<file path="src/rtl/core/text_console_cursor_engine_assert.svh">
// Assertion macros shared by the console cursor engine.
`ifndef TEXT_CONSOLE_CURSOR_ENGINE_ASSERT_SVH
`define TEXT_CONSOLE_CURSOR_ENGINE_ASSERT_SVH

// Same-cycle implication, checked outside reset.
`define TCCE_ASSERT_IMP(label, clk, rst, ante, cons, msg) \
   label: assert property (@(posedge clk) disable iff (rst) (ante) |-> (cons)) \
      else $error(msg);

// Next-cycle implication, checked outside reset.
`define TCCE_ASSERT_NEXT(label, clk, rst, ante, cons, msg) \
   label: assert property (@(posedge clk) disable iff (rst) (ante) |=> (cons)) \
      else $error(msg);

`endif

</file>
<file path="src/rtl/core/tcce_pkg.sv">
package tcce_pkg;

   localparam int unsigned MAX_HISTORY_ROWS = 256;
   localparam int unsigned SCREEN_COLS      = 80;
   localparam int unsigned SCREEN_ROWS      = 25;
   localparam int unsigned TAB_WIDTH        = 4;
   localparam int unsigned QUEUE_DEPTH      = 2;

   // register indexes of the configuration port
   localparam logic [2:0] CSR_LINE_WIDTH    = 3'd0;
   localparam logic [2:0] CSR_VIEW_ROWS     = 3'd1;
   localparam logic [2:0] CSR_HISTORY_ROWS  = 3'd2;
   localparam logic [2:0] CSR_DEFAULT_CELL  = 3'd3;
   localparam logic [2:0] CSR_SCROLL_OFFSET = 3'd4;
   localparam logic [2:0] CSR_RENDER_COL    = 3'd5;
   localparam logic [2:0] CSR_RENDER_ROW    = 3'd6;

   // register reset values
   localparam logic [6:0]  RST_LINE_WIDTH   = 7'd80;
   localparam logic [4:0]  RST_VIEW_ROWS    = 5'd25;
   localparam logic [8:0]  RST_HISTORY_ROWS = 9'd256;
   localparam logic [15:0] RST_DEFAULT_CELL = 16'h0700;

   // character codes
   localparam logic [7:0] CHAR_ESCAPE    = 8'hFF;
   localparam logic [7:0] CHAR_LF        = 8'h0A;
   localparam logic [7:0] CHAR_CR        = 8'h0D;
   localparam logic [7:0] CHAR_TAB       = 8'h09;
   localparam logic [7:0] CHAR_BACKSPACE = 8'h08;
   localparam logic [7:0] CHAR_SPACE     = 8'h20;
   localparam logic [7:0] CHAR_TILDE     = 8'h7E;
   localparam logic [7:0] CHAR_REPLACE   = 8'h08;

   typedef enum logic [1:0] {
      KIND_SPAN   = 2'd0,
      KIND_SCROLL = 2'd1,
      KIND_CURSOR = 2'd2
   } kind_type;

   // clamped configuration seen by both halves
   typedef struct packed {
      logic [6:0]  width;
      logic [4:0]  vrows;
      logic [8:0]  hrows;
      logic [15:0] dcell;
      logic [7:0]  scroll_off;
      logic [6:0]  rc;
      logic [4:0]  rr;
   } cfg_type;

   // classified command handed from front to back
   typedef struct packed {
      logic        span;
      logic        scroll;
      logic [7:0]  srow;
      logic [6:0]  scol;
      logic [6:0]  scnt;
      logic [15:0] scell;
      logic [6:0]  col;
      logic [7:0]  row;
      logic [7:0]  sx;
      logic [5:0]  sy;
   } cmd_type;

   typedef struct packed {
      kind_type    kind;
      logic [7:0]  srow;
      logic [6:0]  scol;
      logic [6:0]  scnt;
      logic [15:0] scell;
      logic [6:0]  col;
      logic [7:0]  row;
      logic [7:0]  sx;
      logic [5:0]  sy;
      logic        last;
   } beat_type;

endpackage

</file>
<file path="src/rtl/core/tcce_if.sv">
interface tcce_req_if;
   logic       valid;
   logic       ready;
   logic [7:0] char_code;
   logic [7:0] attribute;
   logic       apply_white_spaces;

   modport source (output valid, output char_code, output attribute,
                   output apply_white_spaces, input ready);
   modport sink (input valid, input char_code, input attribute,
                 input apply_white_spaces, output ready);
endinterface

interface tcce_rsp_if;
   logic        valid;
   logic        ready;
   logic [1:0]  kind;
   logic [7:0]  span_row;
   logic [6:0]  span_col;
   logic [6:0]  span_count;
   logic [15:0] cell_value;
   logic [6:0]  cursor_col;
   logic [7:0]  cursor_row;
   logic [7:0]  screen_cursor_col;
   logic [5:0]  screen_cursor_row;
   logic        last;

   modport source (output valid, output kind, output span_row, output span_col,
                   output span_count, output cell_value, output cursor_col,
                   output cursor_row, output screen_cursor_col,
                   output screen_cursor_row, output last, input ready);
   modport sink (input valid, input kind, input span_row, input span_col,
                 input span_count, input cell_value, input cursor_col,
                 input cursor_row, input screen_cursor_col,
                 input screen_cursor_row, input last, output ready);
endinterface

</file>
<file path="src/rtl/core/tcce_front.sv">
module tcce_front
   import tcce_pkg::*;
(
   input  logic     clock,
   input  logic     reset,
   tcce_req_if.sink req_bus,
   input  cfg_type  cfg,
   input  logic     q_full,
   output logic     push,
   output cmd_type  cmd
);

   localparam int unsigned ADV_W = $clog2(TAB_WIDTH + 1);

   logic [6:0]       cur_col_ff, col0, col_fin, room;
   logic [7:0]       cur_row_ff, row0, row_up, row_fin, rel;
   logic             esc_ff, esc_in;
   logic [7:0]       nc;
   logic [8:0]       nr;
   logic [ADV_W-1:0] adv;
   logic [7:0]       ch;
   logic [4:0]       rel_cap;

   assign req_bus.ready = !q_full;
   assign push          = req_bus.valid && !q_full;
   assign ch            = req_bus.char_code;

   always_comb begin
      // saturate a cursor left outside the window by a register change
      col0   = (cur_col_ff >= cfg.width) ? cfg.width - 7'd1 : cur_col_ff;
      row0   = ({1'b0, cur_row_ff} >= cfg.hrows) ? 8'(cfg.hrows - 9'd1) : cur_row_ff;
      row_up = (row0 != 8'd0) ? row0 - 8'd1 : 8'd0;
      room   = cfg.width - col0;
      adv    = ADV_W'(TAB_WIDTH - (int'(col0) % TAB_WIDTH));

      cmd    = '0;
      nc     = {1'b0, col0};
      nr     = {1'b0, row0};
      esc_in = esc_ff;

      if (esc_ff) begin
         esc_in    = 1'b0;
         cmd.span  = 1'b1;
         cmd.srow  = row0;
         cmd.scol  = col0;
         cmd.scnt  = 7'd1;
         cmd.scell = {req_bus.attribute, ch};
         nc        = {1'b0, col0} + 8'd1;
      end else if (ch == CHAR_ESCAPE) begin
         esc_in = 1'b1;
      end else begin
         case (ch)
            CHAR_LF: begin
               cmd.span  = req_bus.apply_white_spaces;
               cmd.srow  = row0;
               cmd.scol  = col0;
               cmd.scnt  = room;
               cmd.scell = cfg.dcell;
               nc        = 8'd0;
               nr        = {1'b0, row0} + 9'd1;
            end
            CHAR_CR: begin
               cmd.span  = req_bus.apply_white_spaces;
               cmd.scol  = 7'd0;
               cmd.scell = cfg.dcell;
               if (col0 == 7'd0) begin
                  // stay on the top row rather than wrap
                  nr       = {1'b0, row_up};
                  cmd.srow = row_up;
                  cmd.scnt = cfg.width;
               end else begin
                  cmd.srow = row0;
                  cmd.scnt = col0;
               end
               nc = 8'd0;
            end
            CHAR_TAB: begin
               cmd.span  = req_bus.apply_white_spaces;
               cmd.srow  = row0;
               cmd.scol  = col0;
               cmd.scnt  = (7'(adv) < room) ? 7'(adv) : room;
               cmd.scell = cfg.dcell;
               nc        = {1'b0, col0} + 8'(adv);
            end
            CHAR_BACKSPACE: begin
               if (col0 == 7'd0) begin
                  nr = {1'b0, row_up};
                  nc = {1'b0, cfg.width - 7'd1};
               end else begin
                  nc = {1'b0, col0 - 7'd1};
               end
               cmd.span  = req_bus.apply_white_spaces;
               cmd.srow  = nr[7:0];
               cmd.scol  = nc[6:0];
               cmd.scnt  = 7'd1;
               cmd.scell = cfg.dcell;
            end
            default: begin
               cmd.span  = 1'b1;
               cmd.srow  = row0;
               cmd.scol  = col0;
               cmd.scnt  = 7'd1;
               if (ch inside {[CHAR_SPACE:CHAR_TILDE]}) begin
                  cmd.scell = {req_bus.attribute, ch};
               end else begin
                  cmd.scell = {req_bus.attribute, CHAR_REPLACE};
               end
               nc = {1'b0, col0} + 8'd1;
            end
         endcase
      end

      // wrap at the line end, then scroll the history when it overflows
      if (nc >= {1'b0, cfg.width}) begin
         nc = 8'd0;
         nr = nr + 9'd1;
      end
      if (nr >= cfg.hrows) begin
         nr         = cfg.hrows - 9'd1;
         cmd.scroll = 1'b1;
      end

      col_fin = nc[6:0];
      row_fin = nr[7:0];
      rel     = (row_fin > cfg.scroll_off) ? row_fin - cfg.scroll_off : 8'd0;
      rel_cap = (rel > {3'd0, cfg.vrows - 5'd1}) ? cfg.vrows - 5'd1 : rel[4:0];

      cmd.col = col_fin;
      cmd.row = row_fin;
      cmd.sx  = {1'b0, col_fin} + {1'b0, cfg.rc};
      cmd.sy  = {1'b0, rel_cap} + {1'b0, cfg.rr};
   end

   always_ff @(posedge clock) begin
      if (reset) begin
         cur_col_ff <= 7'd0;
         cur_row_ff <= 8'd0;
         esc_ff     <= 1'b0;
      end else if (push) begin
         cur_col_ff <= col_fin;
         cur_row_ff <= row_fin;
         esc_ff     <= esc_in;
      end
   end

endmodule

</file>
<file path="src/rtl/core/tcce_queue.sv">
`include "text_console_cursor_engine_assert.svh"

module tcce_queue
   import tcce_pkg::*;
#(
   parameter int unsigned DEPTH = QUEUE_DEPTH
) (
   input  logic    clock,
   input  logic    reset,
   input  logic    push,
   input  cmd_type push_cmd,
   output logic    full,
   output logic    valid,
   output cmd_type head,
   input  logic    pop
);

   localparam int unsigned PTR_W = (DEPTH > 1) ? $clog2(DEPTH) : 1;
   localparam int unsigned CNT_W = $clog2(DEPTH + 1);

   cmd_type          store_ff [DEPTH];
   logic [PTR_W-1:0] wr_ptr_ff, wr_ptr_in, rd_ptr_ff, rd_ptr_in;
   logic [CNT_W-1:0] count_ff, count_in;

   assign full  = (count_ff == CNT_W'(DEPTH));
   assign valid = (count_ff != '0);
   assign head  = store_ff[rd_ptr_ff];

   always_comb begin
      wr_ptr_in = wr_ptr_ff;
      rd_ptr_in = rd_ptr_ff;
      count_in  = count_ff;
      if (push) begin
         wr_ptr_in = (wr_ptr_ff == PTR_W'(DEPTH - 1)) ? '0 : wr_ptr_ff + 1'b1;
      end
      if (pop) begin
         rd_ptr_in = (rd_ptr_ff == PTR_W'(DEPTH - 1)) ? '0 : rd_ptr_ff + 1'b1;
      end
      if (push && !pop) begin
         count_in = count_ff + 1'b1;
      end else if (pop && !push) begin
         count_in = count_ff - 1'b1;
      end
   end

   always_ff @(posedge clock) begin
      if (reset) begin
         wr_ptr_ff <= '0;
         rd_ptr_ff <= '0;
         count_ff  <= '0;
      end else begin
         wr_ptr_ff <= wr_ptr_in;
         rd_ptr_ff <= rd_ptr_in;
         count_ff  <= count_in;
      end
   end

   always_ff @(posedge clock) begin
      if (push) begin
         store_ff[wr_ptr_ff] <= push_cmd;
      end
   end

   `TCCE_ASSERT_IMP(a_count_bound, clock, reset, 1'b1, count_ff <= CNT_W'(DEPTH), "queue overfilled")
   `TCCE_ASSERT_NEXT(a_count_grow, clock, reset, push && !pop, count_ff == $past(count_ff) + 1'b1, "queue count lost a push")

endmodule

</file>
<file path="src/rtl/core/tcce_back.sv">
`include "text_console_cursor_engine_assert.svh"

module tcce_back
   import tcce_pkg::*;
(
   input  logic       clock,
   input  logic       reset,
   input  cfg_type    cfg,
   input  logic       q_valid,
   input  cmd_type    head,
   output logic       pop,
   tcce_rsp_if.source rsp_bus
);

   logic     out_valid_ff, out_valid_in;
   logic     phase_ff, phase_in;
   beat_type beat_ff, beat_in;
   logic     load_ok;

   assign load_ok = !out_valid_ff || rsp_bus.ready;

   always_comb begin
      out_valid_in = out_valid_ff;
      phase_in     = phase_ff;
      beat_in      = beat_ff;
      pop          = 1'b0;
      if (load_ok) begin
         out_valid_in = q_valid;
         if (q_valid) begin
            beat_in.col = head.col;
            beat_in.row = head.row;
            beat_in.sx  = head.sx;
            beat_in.sy  = head.sy;
            if (head.span && !phase_ff) begin
               // span first; hold the entry when a scroll follows
               beat_in.kind  = KIND_SPAN;
               beat_in.srow  = head.srow;
               beat_in.scol  = head.scol;
               beat_in.scnt  = head.scnt;
               beat_in.scell = head.scell;
               beat_in.last  = !head.scroll;
               pop           = !head.scroll;
               phase_in      = head.scroll;
            end else if (head.scroll) begin
               beat_in.kind  = KIND_SCROLL;
               beat_in.srow  = 8'(cfg.hrows - 9'd1);
               beat_in.scol  = 7'd0;
               beat_in.scnt  = cfg.width;
               beat_in.scell = cfg.dcell;
               beat_in.last  = 1'b1;
               pop           = 1'b1;
               phase_in      = 1'b0;
            end else begin
               beat_in.kind  = KIND_CURSOR;
               beat_in.srow  = 8'd0;
               beat_in.scol  = 7'd0;
               beat_in.scnt  = 7'd0;
               beat_in.scell = 16'd0;
               beat_in.last  = 1'b1;
               pop           = 1'b1;
            end
         end
      end
   end

   always_ff @(posedge clock) begin
      if (reset) begin
         out_valid_ff <= 1'b0;
         phase_ff     <= 1'b0;
      end else begin
         out_valid_ff <= out_valid_in;
         phase_ff     <= phase_in;
      end
   end

   always_ff @(posedge clock) begin
      beat_ff <= beat_in;
   end

   assign rsp_bus.valid             = out_valid_ff;
   assign rsp_bus.kind              = beat_ff.kind;
   assign rsp_bus.span_row          = beat_ff.srow;
   assign rsp_bus.span_col          = beat_ff.scol;
   assign rsp_bus.span_count        = beat_ff.scnt;
   assign rsp_bus.cell_value        = beat_ff.scell;
   assign rsp_bus.cursor_col        = beat_ff.col;
   assign rsp_bus.cursor_row        = beat_ff.row;
   assign rsp_bus.screen_cursor_col = beat_ff.sx;
   assign rsp_bus.screen_cursor_row = beat_ff.sy;
   assign rsp_bus.last              = beat_ff.last;

   `TCCE_ASSERT_IMP(a_phase_entry, clock, reset, phase_ff, q_valid && head.span && head.scroll, "second beat without a span and scroll entry")
   `TCCE_ASSERT_IMP(a_scroll_last, clock, reset, out_valid_ff && beat_ff.kind == KIND_SCROLL, beat_ff.last, "scroll beat not last")
   `TCCE_ASSERT_IMP(a_nonlast_span, clock, reset, out_valid_ff && !beat_ff.last, beat_ff.kind == KIND_SPAN, "only a span may precede another beat")
   `TCCE_ASSERT_NEXT(a_scroll_follows, clock, reset, out_valid_ff && !beat_ff.last && rsp_bus.ready, out_valid_ff && beat_ff.kind == KIND_SCROLL, "scroll beat missing after span")

endmodule

</file>
<file path="src/rtl/core/text_console_cursor_engine.sv">
// Path: an accepted character is written to the command queue, then loaded into
// the output beat register; a second beat (history scroll) follows the first.
// Throughput: one character per cycle while the command queue is not full; a
// character that both writes a span and scrolls the history takes two output beats.
// Reset (synchronous, active high): cursor at column 0 row 0, escape cleared,
// command queue emptied, no result beat valid, config registers at defaults.
module text_console_cursor_engine
   import tcce_pkg::*;
#(
   parameter int unsigned QUEUE_DEPTH_P = QUEUE_DEPTH
) (
   input  logic        clock,
   input  logic        reset,
   tcce_req_if.sink    req_bus,
   tcce_rsp_if.source  rsp_bus,
   input  logic        csr_we,
   input  logic [2:0]  csr_index,
   input  logic [15:0] csr_wdata
);

   // Configuration registers, kept raw as written; clamping happens below.
   logic [6:0]  line_width_ff;
   logic [4:0]  view_rows_ff;
   logic [8:0]  history_rows_ff;
   logic [15:0] default_cell_ff;
   logic [7:0]  scroll_offset_ff;
   logic [6:0]  render_col_ff;
   logic [4:0]  render_row_ff;

   cfg_type cfg;
   logic    push, q_full, q_valid, pop;
   cmd_type push_cmd, head;

   // Take a register write; an index beyond the list is dropped.
   always_ff @(posedge clock) begin
      if (reset) begin
         line_width_ff    <= RST_LINE_WIDTH;
         view_rows_ff     <= RST_VIEW_ROWS;
         history_rows_ff  <= RST_HISTORY_ROWS;
         default_cell_ff  <= RST_DEFAULT_CELL;
         scroll_offset_ff <= 8'd0;
         render_col_ff    <= 7'd0;
         render_row_ff    <= 5'd0;
      end else if (csr_we) begin
         case (csr_index)
            CSR_LINE_WIDTH:    line_width_ff    <= csr_wdata[6:0];
            CSR_VIEW_ROWS:     view_rows_ff     <= csr_wdata[4:0];
            CSR_HISTORY_ROWS:  history_rows_ff  <= csr_wdata[8:0];
            CSR_DEFAULT_CELL:  default_cell_ff  <= csr_wdata;
            CSR_SCROLL_OFFSET: scroll_offset_ff <= csr_wdata[7:0];
            CSR_RENDER_COL:    render_col_ff    <= csr_wdata[6:0];
            CSR_RENDER_ROW:    render_row_ff    <= csr_wdata[4:0];
            default: ;
         endcase
      end
   end

   // Clamp each geometry register: sizes to at least one and at most the screen
   // (history rows at most MAX_HISTORY_ROWS), origins to the screen edge.
   always_comb begin
      cfg.width = (line_width_ff == 7'd0) ? 7'd1 :
                  (line_width_ff > 7'(SCREEN_COLS)) ? 7'(SCREEN_COLS) : line_width_ff;
      cfg.vrows = (view_rows_ff == 5'd0) ? 5'd1 :
                  (view_rows_ff > 5'(SCREEN_ROWS)) ? 5'(SCREEN_ROWS) : view_rows_ff;
      cfg.hrows = (history_rows_ff == 9'd0) ? 9'd1 :
                  (history_rows_ff > 9'(MAX_HISTORY_ROWS)) ? 9'(MAX_HISTORY_ROWS) :
                  history_rows_ff;
      cfg.dcell      = default_cell_ff;
      cfg.scroll_off = scroll_offset_ff;
      cfg.rc = (render_col_ff > 7'(SCREEN_COLS)) ? 7'(SCREEN_COLS) : render_col_ff;
      cfg.rr = (render_row_ff > 5'(SCREEN_ROWS)) ? 5'(SCREEN_ROWS) : render_row_ff;
   end

   // Front: classify each character, advance the cursor and escape state in
   // the accepting cycle, and push one command word. It stalls only when the
   // queue is full, so it keeps taking characters while a result beat waits.
   tcce_front u_front (
      .clock   (clock),
      .reset   (reset),
      .req_bus (req_bus),
      .cfg     (cfg),
      .q_full  (q_full),
      .push    (push),
      .cmd     (push_cmd)
   );

   // Short command queue decoupling the two halves.
   tcce_queue #(
      .DEPTH (QUEUE_DEPTH_P)
   ) u_queue (
      .clock    (clock),
      .reset    (reset),
      .push     (push),
      .push_cmd (push_cmd),
      .full     (q_full),
      .valid    (q_valid),
      .head     (head),
      .pop      (pop)
   );

   // Back: expand each command into one or two result beats through a
   // registered output stage; pop the command with its final beat.
   tcce_back u_back (
      .clock   (clock),
      .reset   (reset),
      .cfg     (cfg),
      .q_valid (q_valid),
      .head    (head),
      .pop     (pop),
      .rsp_bus (rsp_bus)
   );

endmodule
</file>
<file path="src/flat_wrapper.sv">
// flat-port wrapper written by rule: the top's interface ports become plain ports
module text_console_cursor_engine_flat import tcce_pkg::*;
#(
   parameter int unsigned QUEUE_DEPTH_P = QUEUE_DEPTH
)
  (clock, reset, csr_we, csr_index, csr_wdata, req_bus_valid, req_bus_char_code, req_bus_attribute, req_bus_apply_white_spaces, req_bus_ready, rsp_bus_valid, rsp_bus_kind, rsp_bus_span_row, rsp_bus_span_col, rsp_bus_span_count, rsp_bus_cell_value, rsp_bus_cursor_col, rsp_bus_cursor_row, rsp_bus_screen_cursor_col, rsp_bus_screen_cursor_row, rsp_bus_last, rsp_bus_ready);
  tcce_req_if req_bus_i ();
  tcce_rsp_if rsp_bus_i ();
  input  logic clock;
  input  logic reset;
  input  logic csr_we;
  input  logic [2:0] csr_index;
  input  logic [15:0] csr_wdata;
  input wire logic [$bits(req_bus_i.valid)-1:0] req_bus_valid;
  input wire logic [$bits(req_bus_i.char_code)-1:0] req_bus_char_code;
  input wire logic [$bits(req_bus_i.attribute)-1:0] req_bus_attribute;
  input wire logic [$bits(req_bus_i.apply_white_spaces)-1:0] req_bus_apply_white_spaces;
  output wire logic [$bits(req_bus_i.ready)-1:0] req_bus_ready;
  output wire logic [$bits(rsp_bus_i.valid)-1:0] rsp_bus_valid;
  output wire logic [$bits(rsp_bus_i.kind)-1:0] rsp_bus_kind;
  output wire logic [$bits(rsp_bus_i.span_row)-1:0] rsp_bus_span_row;
  output wire logic [$bits(rsp_bus_i.span_col)-1:0] rsp_bus_span_col;
  output wire logic [$bits(rsp_bus_i.span_count)-1:0] rsp_bus_span_count;
  output wire logic [$bits(rsp_bus_i.cell_value)-1:0] rsp_bus_cell_value;
  output wire logic [$bits(rsp_bus_i.cursor_col)-1:0] rsp_bus_cursor_col;
  output wire logic [$bits(rsp_bus_i.cursor_row)-1:0] rsp_bus_cursor_row;
  output wire logic [$bits(rsp_bus_i.screen_cursor_col)-1:0] rsp_bus_screen_cursor_col;
  output wire logic [$bits(rsp_bus_i.screen_cursor_row)-1:0] rsp_bus_screen_cursor_row;
  output wire logic [$bits(rsp_bus_i.last)-1:0] rsp_bus_last;
  input wire logic [$bits(rsp_bus_i.ready)-1:0] rsp_bus_ready;
  assign req_bus_i.valid = req_bus_valid;
  assign req_bus_i.char_code = req_bus_char_code;
  assign req_bus_i.attribute = req_bus_attribute;
  assign req_bus_i.apply_white_spaces = req_bus_apply_white_spaces;
  assign req_bus_ready = req_bus_i.ready;
  assign rsp_bus_valid = rsp_bus_i.valid;
  assign rsp_bus_kind = rsp_bus_i.kind;
  assign rsp_bus_span_row = rsp_bus_i.span_row;
  assign rsp_bus_span_col = rsp_bus_i.span_col;
  assign rsp_bus_span_count = rsp_bus_i.span_count;
  assign rsp_bus_cell_value = rsp_bus_i.cell_value;
  assign rsp_bus_cursor_col = rsp_bus_i.cursor_col;
  assign rsp_bus_cursor_row = rsp_bus_i.cursor_row;
  assign rsp_bus_screen_cursor_col = rsp_bus_i.screen_cursor_col;
  assign rsp_bus_screen_cursor_row = rsp_bus_i.screen_cursor_row;
  assign rsp_bus_last = rsp_bus_i.last;
  assign rsp_bus_i.ready = rsp_bus_ready;
  text_console_cursor_engine #(.QUEUE_DEPTH_P(QUEUE_DEPTH_P)) u_core (.clock(clock), .reset(reset), .req_bus(req_bus_i), .rsp_bus(rsp_bus_i), .csr_we(csr_we), .csr_index(csr_index), .csr_wdata(csr_wdata));
endmodule
</file>
<file path="config.mk">
export PLATFORM = sky130hd
export DESIGN_NAME = text_console_cursor_engine_flat
export DESIGN_NICKNAME = d
export VERILOG_FILES = /design/src/rtl/core/tcce_pkg.sv /design/src/rtl/core/tcce_if.sv /design/src/rtl/core/tcce_front.sv /design/src/rtl/core/tcce_queue.sv /design/src/rtl/core/tcce_back.sv /design/src/rtl/core/text_console_cursor_engine.sv /design/src/flat_wrapper.sv
export VERILOG_INCLUDE_DIRS = /design/src /design/src/rtl/core
export SDC_FILE = /design/constraint.sdc
export NUM_CORES = 1
export LEC_CHECK = 0
export BUFFER_PORTS_ARGS = -buffer_cell sky130_fd_sc_hd__clkbuf_2
export CORE_UTILIZATION = 55
export CTS_BUF_LIST = sky130_fd_sc_hd__clkbuf_16
export DETAILED_ROUTE_END_ITERATION = 12
export MAX_ROUTING_LAYER = met4
export PLACE_DENSITY = 0.77
export SLEW_MARGIN = 5
export SYNTH_ARGS = -nofsm -noshare
export SYNTH_HDL_FRONTEND = slang
export SYNTH_SLANG_ARGS = --single-unit
</file>
<file path="constraint.sdc">
create_clock -name clock -period 13.4 [get_ports clock]
set_input_delay 0 -clock clock [delete_from_list [all_inputs] [get_ports clock]]
set_output_delay 0 -clock clock [all_outputs]
set_load 0.05 [all_outputs]
</file>
After elaboration in Yosys (flattened, before gate mapping)
Memories as Yosys holds them, arrays and structs flattened. A register that Yosys moved wholly into a read port is not among the register bits.
Index checks and enable logic that the tools add are counted.
- $add $sub $neg: 18
- $mul: 0
- divide/modulo/power cells: 0
- $lt $le $gt $ge: 14
- equality and inequality tests: 12
- shift-type cells: 0
- muxes and demuxes: 52
- bitwise gates (word level): 0
- reductions and logical operators: 33
- operators with widths (kind ; count):
    case mux 38 bit (4 select lines) ; 1
    2-to-1 mux 38 bit ; 3
    2-to-1 mux 8 bit ; 9
    2-to-1 mux 7 bit ; 8
    2-to-1 mux 9 bit ; 5
    2-to-1 mux 40 bit ; 1
    == test 8 x 4 -> 1 bit, second input constant ; 4
    case mux 8 bit (3 select lines) ; 1
    2-to-1 mux 5 bit ; 4
    case mux 9 bit (2 select lines) ; 1
    2-to-1 mux 1 bit ; 17
    AND reduction 2 bit ; 8
    subtractor 8 x 1 -> 8 bit, second input constant ; 2
    greater-than comparator 7 bit, second input constant ; 2
    logical NOT 7 bit ; 2
    subtractor 7 x 1 -> 7 bit, second input constant ; 2
    greater-than comparator 5 bit, second input constant ; 2
    adder 8 x 1 -> 9 bit, second input constant ; 1
    adder 9 x 1 -> 9 bit, second input constant ; 1
    == test 3 bit, second input constant ; 3
    >= comparator 8 x 9 -> 1 bit ; 1
    >= comparator 9 bit ; 1
    greater-than comparator 9 bit, second input constant ; 1
    logical NOT 9 bit ; 1
    other kinds (33) ; 48
- register bits: 149
- latch bits: 0
- bits in writable memories: 138
- ROM bits: 0
- input bits: 41
- output and inout port bits: 72
- word-level logic and storage cells: 155
- memories: 1
- memory list (name ; words ; bits a word ; rd ports ; clocked after memory_dff ; write ports ; RTL line ; RTL):
    u_core.u_queue.store_ff ; 2 ; 69 ; 1 ; 1 ; 1 ; tcce_queue.sv:21 ; cmd_type store_ff [DEPTH];

Depth between registers and ports, before layout
- word-level depth: 20
- mapped depth: 67

By module
From an unflattened synthesis, not the netlist that was laid out.
- cells, all modules: 1532
- area total of the unflattened synthesis: 16268.1 sq um
- by module, submodules not included (module ; instances ; cells each ; area an instance (sq um) ; seq. area each (sq um)):
    tcce_front ; 1 ; 815 ; 5592.9 ; 320.3
    tcce_queue ; 1 ; 237 ; 5228.8 ; 4244.1
    tcce_back ; 1 ; 215 ; 2827.7 ; 2142.1
    text_console_cursor_engine ; 1 ; 265 ; 2618.8 ; 1141.1

Worst setup path after synthesis
No wires, ideal clock.
- kind: flip-flop to flip-flop
- from: register u_core.line_width_ff[6]
- to: memory u_core.u_queue.store_ff[0][4] (netlist name) (data pin)
- arrival: 12.400 ns
- data required time: 13.138 ns
- path slack: 0.738 ns
- stages on the path, launching flop included: 63
- path buffers: 6
- period minus slack after synthesis: 12.662 ns
- cells stage by stage: dfxtp_1 -> buf_2 -> o21ai_0 -> a22oi_1 -> inv_1 -> ha_1 -> nor2b_1 -> o21ai_0 -> a211oi_1 -> mux2_2 -> inv_1 -> clkbuf_1 -> ha_1 -> nand2_1 -> or3b_1 -> or4_1 -> buf_2 -> and2_1 -> [... 27 more ...] -> a21o_1 -> a21o_1 -> a21oi_1 -> nor3_1 -> ha_1 -> nor2b_1 -> o21a_1 -> o21ai_0 -> nand2b_1 -> a21oi_1 -> a31oi_1 -> a21oi_1 -> mux2_2 -> ha_1 -> fa_1 -> a21o_1 -> a21oi_1 -> xnor2_1
- RTL lines (item ; RTL line ; RTL):
    start, declared ; text_console_cursor_engine.sv:22 ; logic [6:0] line_width_ff;
    start signal, assigned ; text_console_cursor_engine.sv:46 ; CSR_LINE_WIDTH: line_width_ff <= csr_wdata[6:0];
    end, declared ; tcce_queue.sv:21 ;

==> results by group <==
Drt
  – Antenna-violating nets left: 0
  – Vias per inst: 6.01
  – DRT Wirelength: 41700 um
  – Vias: 11900
  – DR iter-0 viols: 866
  – Residual DRC: 0
  – DR WL/cell: 21.1 um
  – 1st-pass router iterations: 5

Global route
  – Antenna violations before repair: 0
  – First-pass GRT wire length: 64100 um
  – Largest net degree at the start of global routing: 70
  – GR Util All Layers: 0.302
  – Vias in the first global route: 11400
  – Overflow left after global routing: 0

Logic synthesis
  – Synthesized cell area: 15300 um2
  – Synth unique cells: 77
  – Post-synth net total: 1565
  – Synth Instances: 1441
  – Yosys warns: 0
  – Post-synth top flop: edfxtp_1
  – Yosys top cell area share: 0.407
  – Synth top area cells: edfxtp_1 (41%), dfxtp_1 (10%), ha_1 (6.4%)
  – Sequential fraction of the synthesis area: 0.512
  – Post-Synthesis Mean Instance Area: 10.6 um2
  – Synth area leader: edfxtp_1
  – Ys async rst share: 0
  – #FFs+latches synth: 288
  – EDFF count, synth: 208

Worst hold path
  – Hold WC Path Type: in -> reg

Clock tree
  – Clock transition at path regs: 70 ps
  – Clk_lat worst skew: 560 ps
  – CTS H-Tree Depth: 1
  – Root Buffer: clkbuf_16
  – CTS Buf Count: 29
  – Clock Sinks: 288
  – Clock buffer depth: 3
  – CTS tree: yes

Power and ir drop
  – P per Cell Area: 187 nW/um2
  – VDD IR max: 0.195 mV
  – Static Leakage: 7.02 nW

Floorplanning
  – Chip Width: 169 um
  – Row count: 60
  – Area of the die: 28600 um2
  – Initial Util: 0.564
  – Total core area: 27200 um2
  – Die Height: 169 um
  – I/O Pins: 113

Critical path
  – Crit path max fanout: 10
  – CP max stage delay: 450 ps
  – CP arrival: 12800 ps
  – Critical-path top delay cell: or4_1
  – Startpoint types: flip-flop
  – Worst R2R Setup Slack: 910 ps
  – Crit path required time: 13710 ps
  – Endpoint type of the worst setup path: flip-flop
  – Kind of critical path: reg -> reg

Placement
  – Placer Congestion: 0.980
  – Post-DP HPWL: 29500 um
  – Post-DP Area: 16300 um2
  – Inst Count DP: 1889
  – Port Buffers: 112

Timing
  – Clk_skew: 17.7 ps
  – Slew headroom: 0.245
  – Final setup vio count: 0
  – Fin crit period: 12490 ps
  – Slew @ Worst Pin: 1130 ps
  – Post-route setup TNS: 0 ps
  – Final period utilization: 0.932
  – Final Slew Violations: 0
  – Max Freq: 0.0801 GHz
  – Final hold violation count: 0

Job
  – Max-Cap Viols: 0

Layout
  – Ant diodes: 0
  – Commonest non-fill, non-tap cells in the layout: edfxtp_1 (208), nand2_1 (164), clkbuf_2 (112), nor2_1 (90), a21oi_1 (87)
  – Syn-to-layout area delta: 15.6%
  – Nets: 1710
  – Commonest non-fill, non-tap cell in the layout: edfxtp_1
  – FILL cells: 2107
  – Layout cell share with drive strength beyond 1: 0.162
  – Final instance area: 17700 um2
  – Non-Filler Instances: 1981
  – Utilization after layout: 0.652

Run status
  – Status: completed
[Yosys cell counts, types with 6 or more instances]
cell / count
and2_1: 19
xor2_1: 17
buf_1: 8
o22ai_1: 25
a21o_1: 24
and3_1: 14
xnor2_1: 25
dfxtp_1: 80
nor2b_1: 21
nand4_1: 12
o211ai_1: 13
nand3_1: 56
a21oi_1: 90
a211oi_1: 6
clkbuf_1: 50
nor2_1: 91
nand2_1: 166
nand2b_1: 21
nor3_1: 24
or3_1: 6
mux2i_1: 85
o21ai_0: 72
edfxtp_1: 208
a22oi_1: 12
inv_1: 56
mux2_2: 42
a22o_1: 15
a31oi_1: 8
ha_1: 79
[sequential cells by signal, summed over array words and instances, names as in the netlist, 9 cells and up, named ones only]
register and cells:
u_core.history_rows_ff 9, u_core.u_back.rsp_bus.cell_value 16, u_core.u_queue.store_ff 138, u_core.default_cell_ff 16
[critical path: cells and delay by family, from the launching register on]
kind	cells	cell delay, ps
AO/OA/AOI/OAI	29	5140
multiplexers	3	1120
AND/OR/NAND/NOR	14	2400
buffers and inverters	4	590
XOR/XNOR	2	280
adder cells (fa/ha/maj)	8	2260
flip-flops	1	430
[area by class of cell]
class,instances,area (um2),area share
Clock buffer,32,801,0.0452
Clock inverter,22,161,0.00911
Multi-Input combinational cell,1033,7100,0.401
Inverter,58,218,0.0123
Tap cell,372,465,0.0263
Timing Repair Buffer,176,1130,0.0635
Sequential cell,288,7860,0.443
[metrics by stage]
step | hold WS [ps] | total power, mW | worst slack, ps
finish | 23.6 | 3.31 | 910
global route | 48.0 | 3.46 | -32.4
CTS | 3.59 | 3.30 | 259
detailed placement | 217 | 2.49 | 392
global placement | 226 | 2.47 | 868
floorplan | 124 | 2.19 | 738
[power by group]
part | internal [mW] | switching [mW] | leakage, nW | total, mW
Clock | 0.466 | 0.342 | 0.494 | 0.809
Sequential | 1.23 | 0.0821 | 2.63 | 1.31
Combinational | 0.354 | 0.844 | 3.90 | 1.20
[layer usage]
layer,wire length [um],GRT usage,part of all wire
met1,17900,0.403,0.43
met2,19500,0.474,0.47
met3,3120,0.0454,0.075
met4,1170,0.100,0.028
met5,0,-,0
[final timing paths]
check                             startpoint                             to  depth (start not counted)
setup / recovery     u_core.line_width_ff[6]  u_core.u_queue.store_ff[1][4]                         60
hold / removal                  csr_index[2]     u_core.scroll_offset_ff[2]                          4
setup reg to reg     u_core.line_width_ff[6]  u_core.u_queue.store_ff[1][4]                         60
hold reg to reg   u_core.scroll_offset_ff[7]     u_core.scroll_offset_ff[7]                          2
[what timing repair did]
action,CTS,global route
endpoints found under the setup margin,0,12
hold buffers,34,0
endpoints found under the hold margin,90,0
buffers inserted,0,4
resized for setup,0,17
[logic make-up (layout without fill, tap and decap cells)]
family | after synthesis | count (layout) | synth area share
compound gates | 322 | 322 | 0.135
xor+xnor | 42 | 42 | 0.0240
buf+inv | 120 | 288 | 0.0297
fa+ha+maj | 83 | 83 | 0.0697
simple gates | 459 | 459 | 0.143
flops | 288 | 288 | 0.512
mux | 127 | 127 | 0.0863
(Power assumes the default switching activity.)
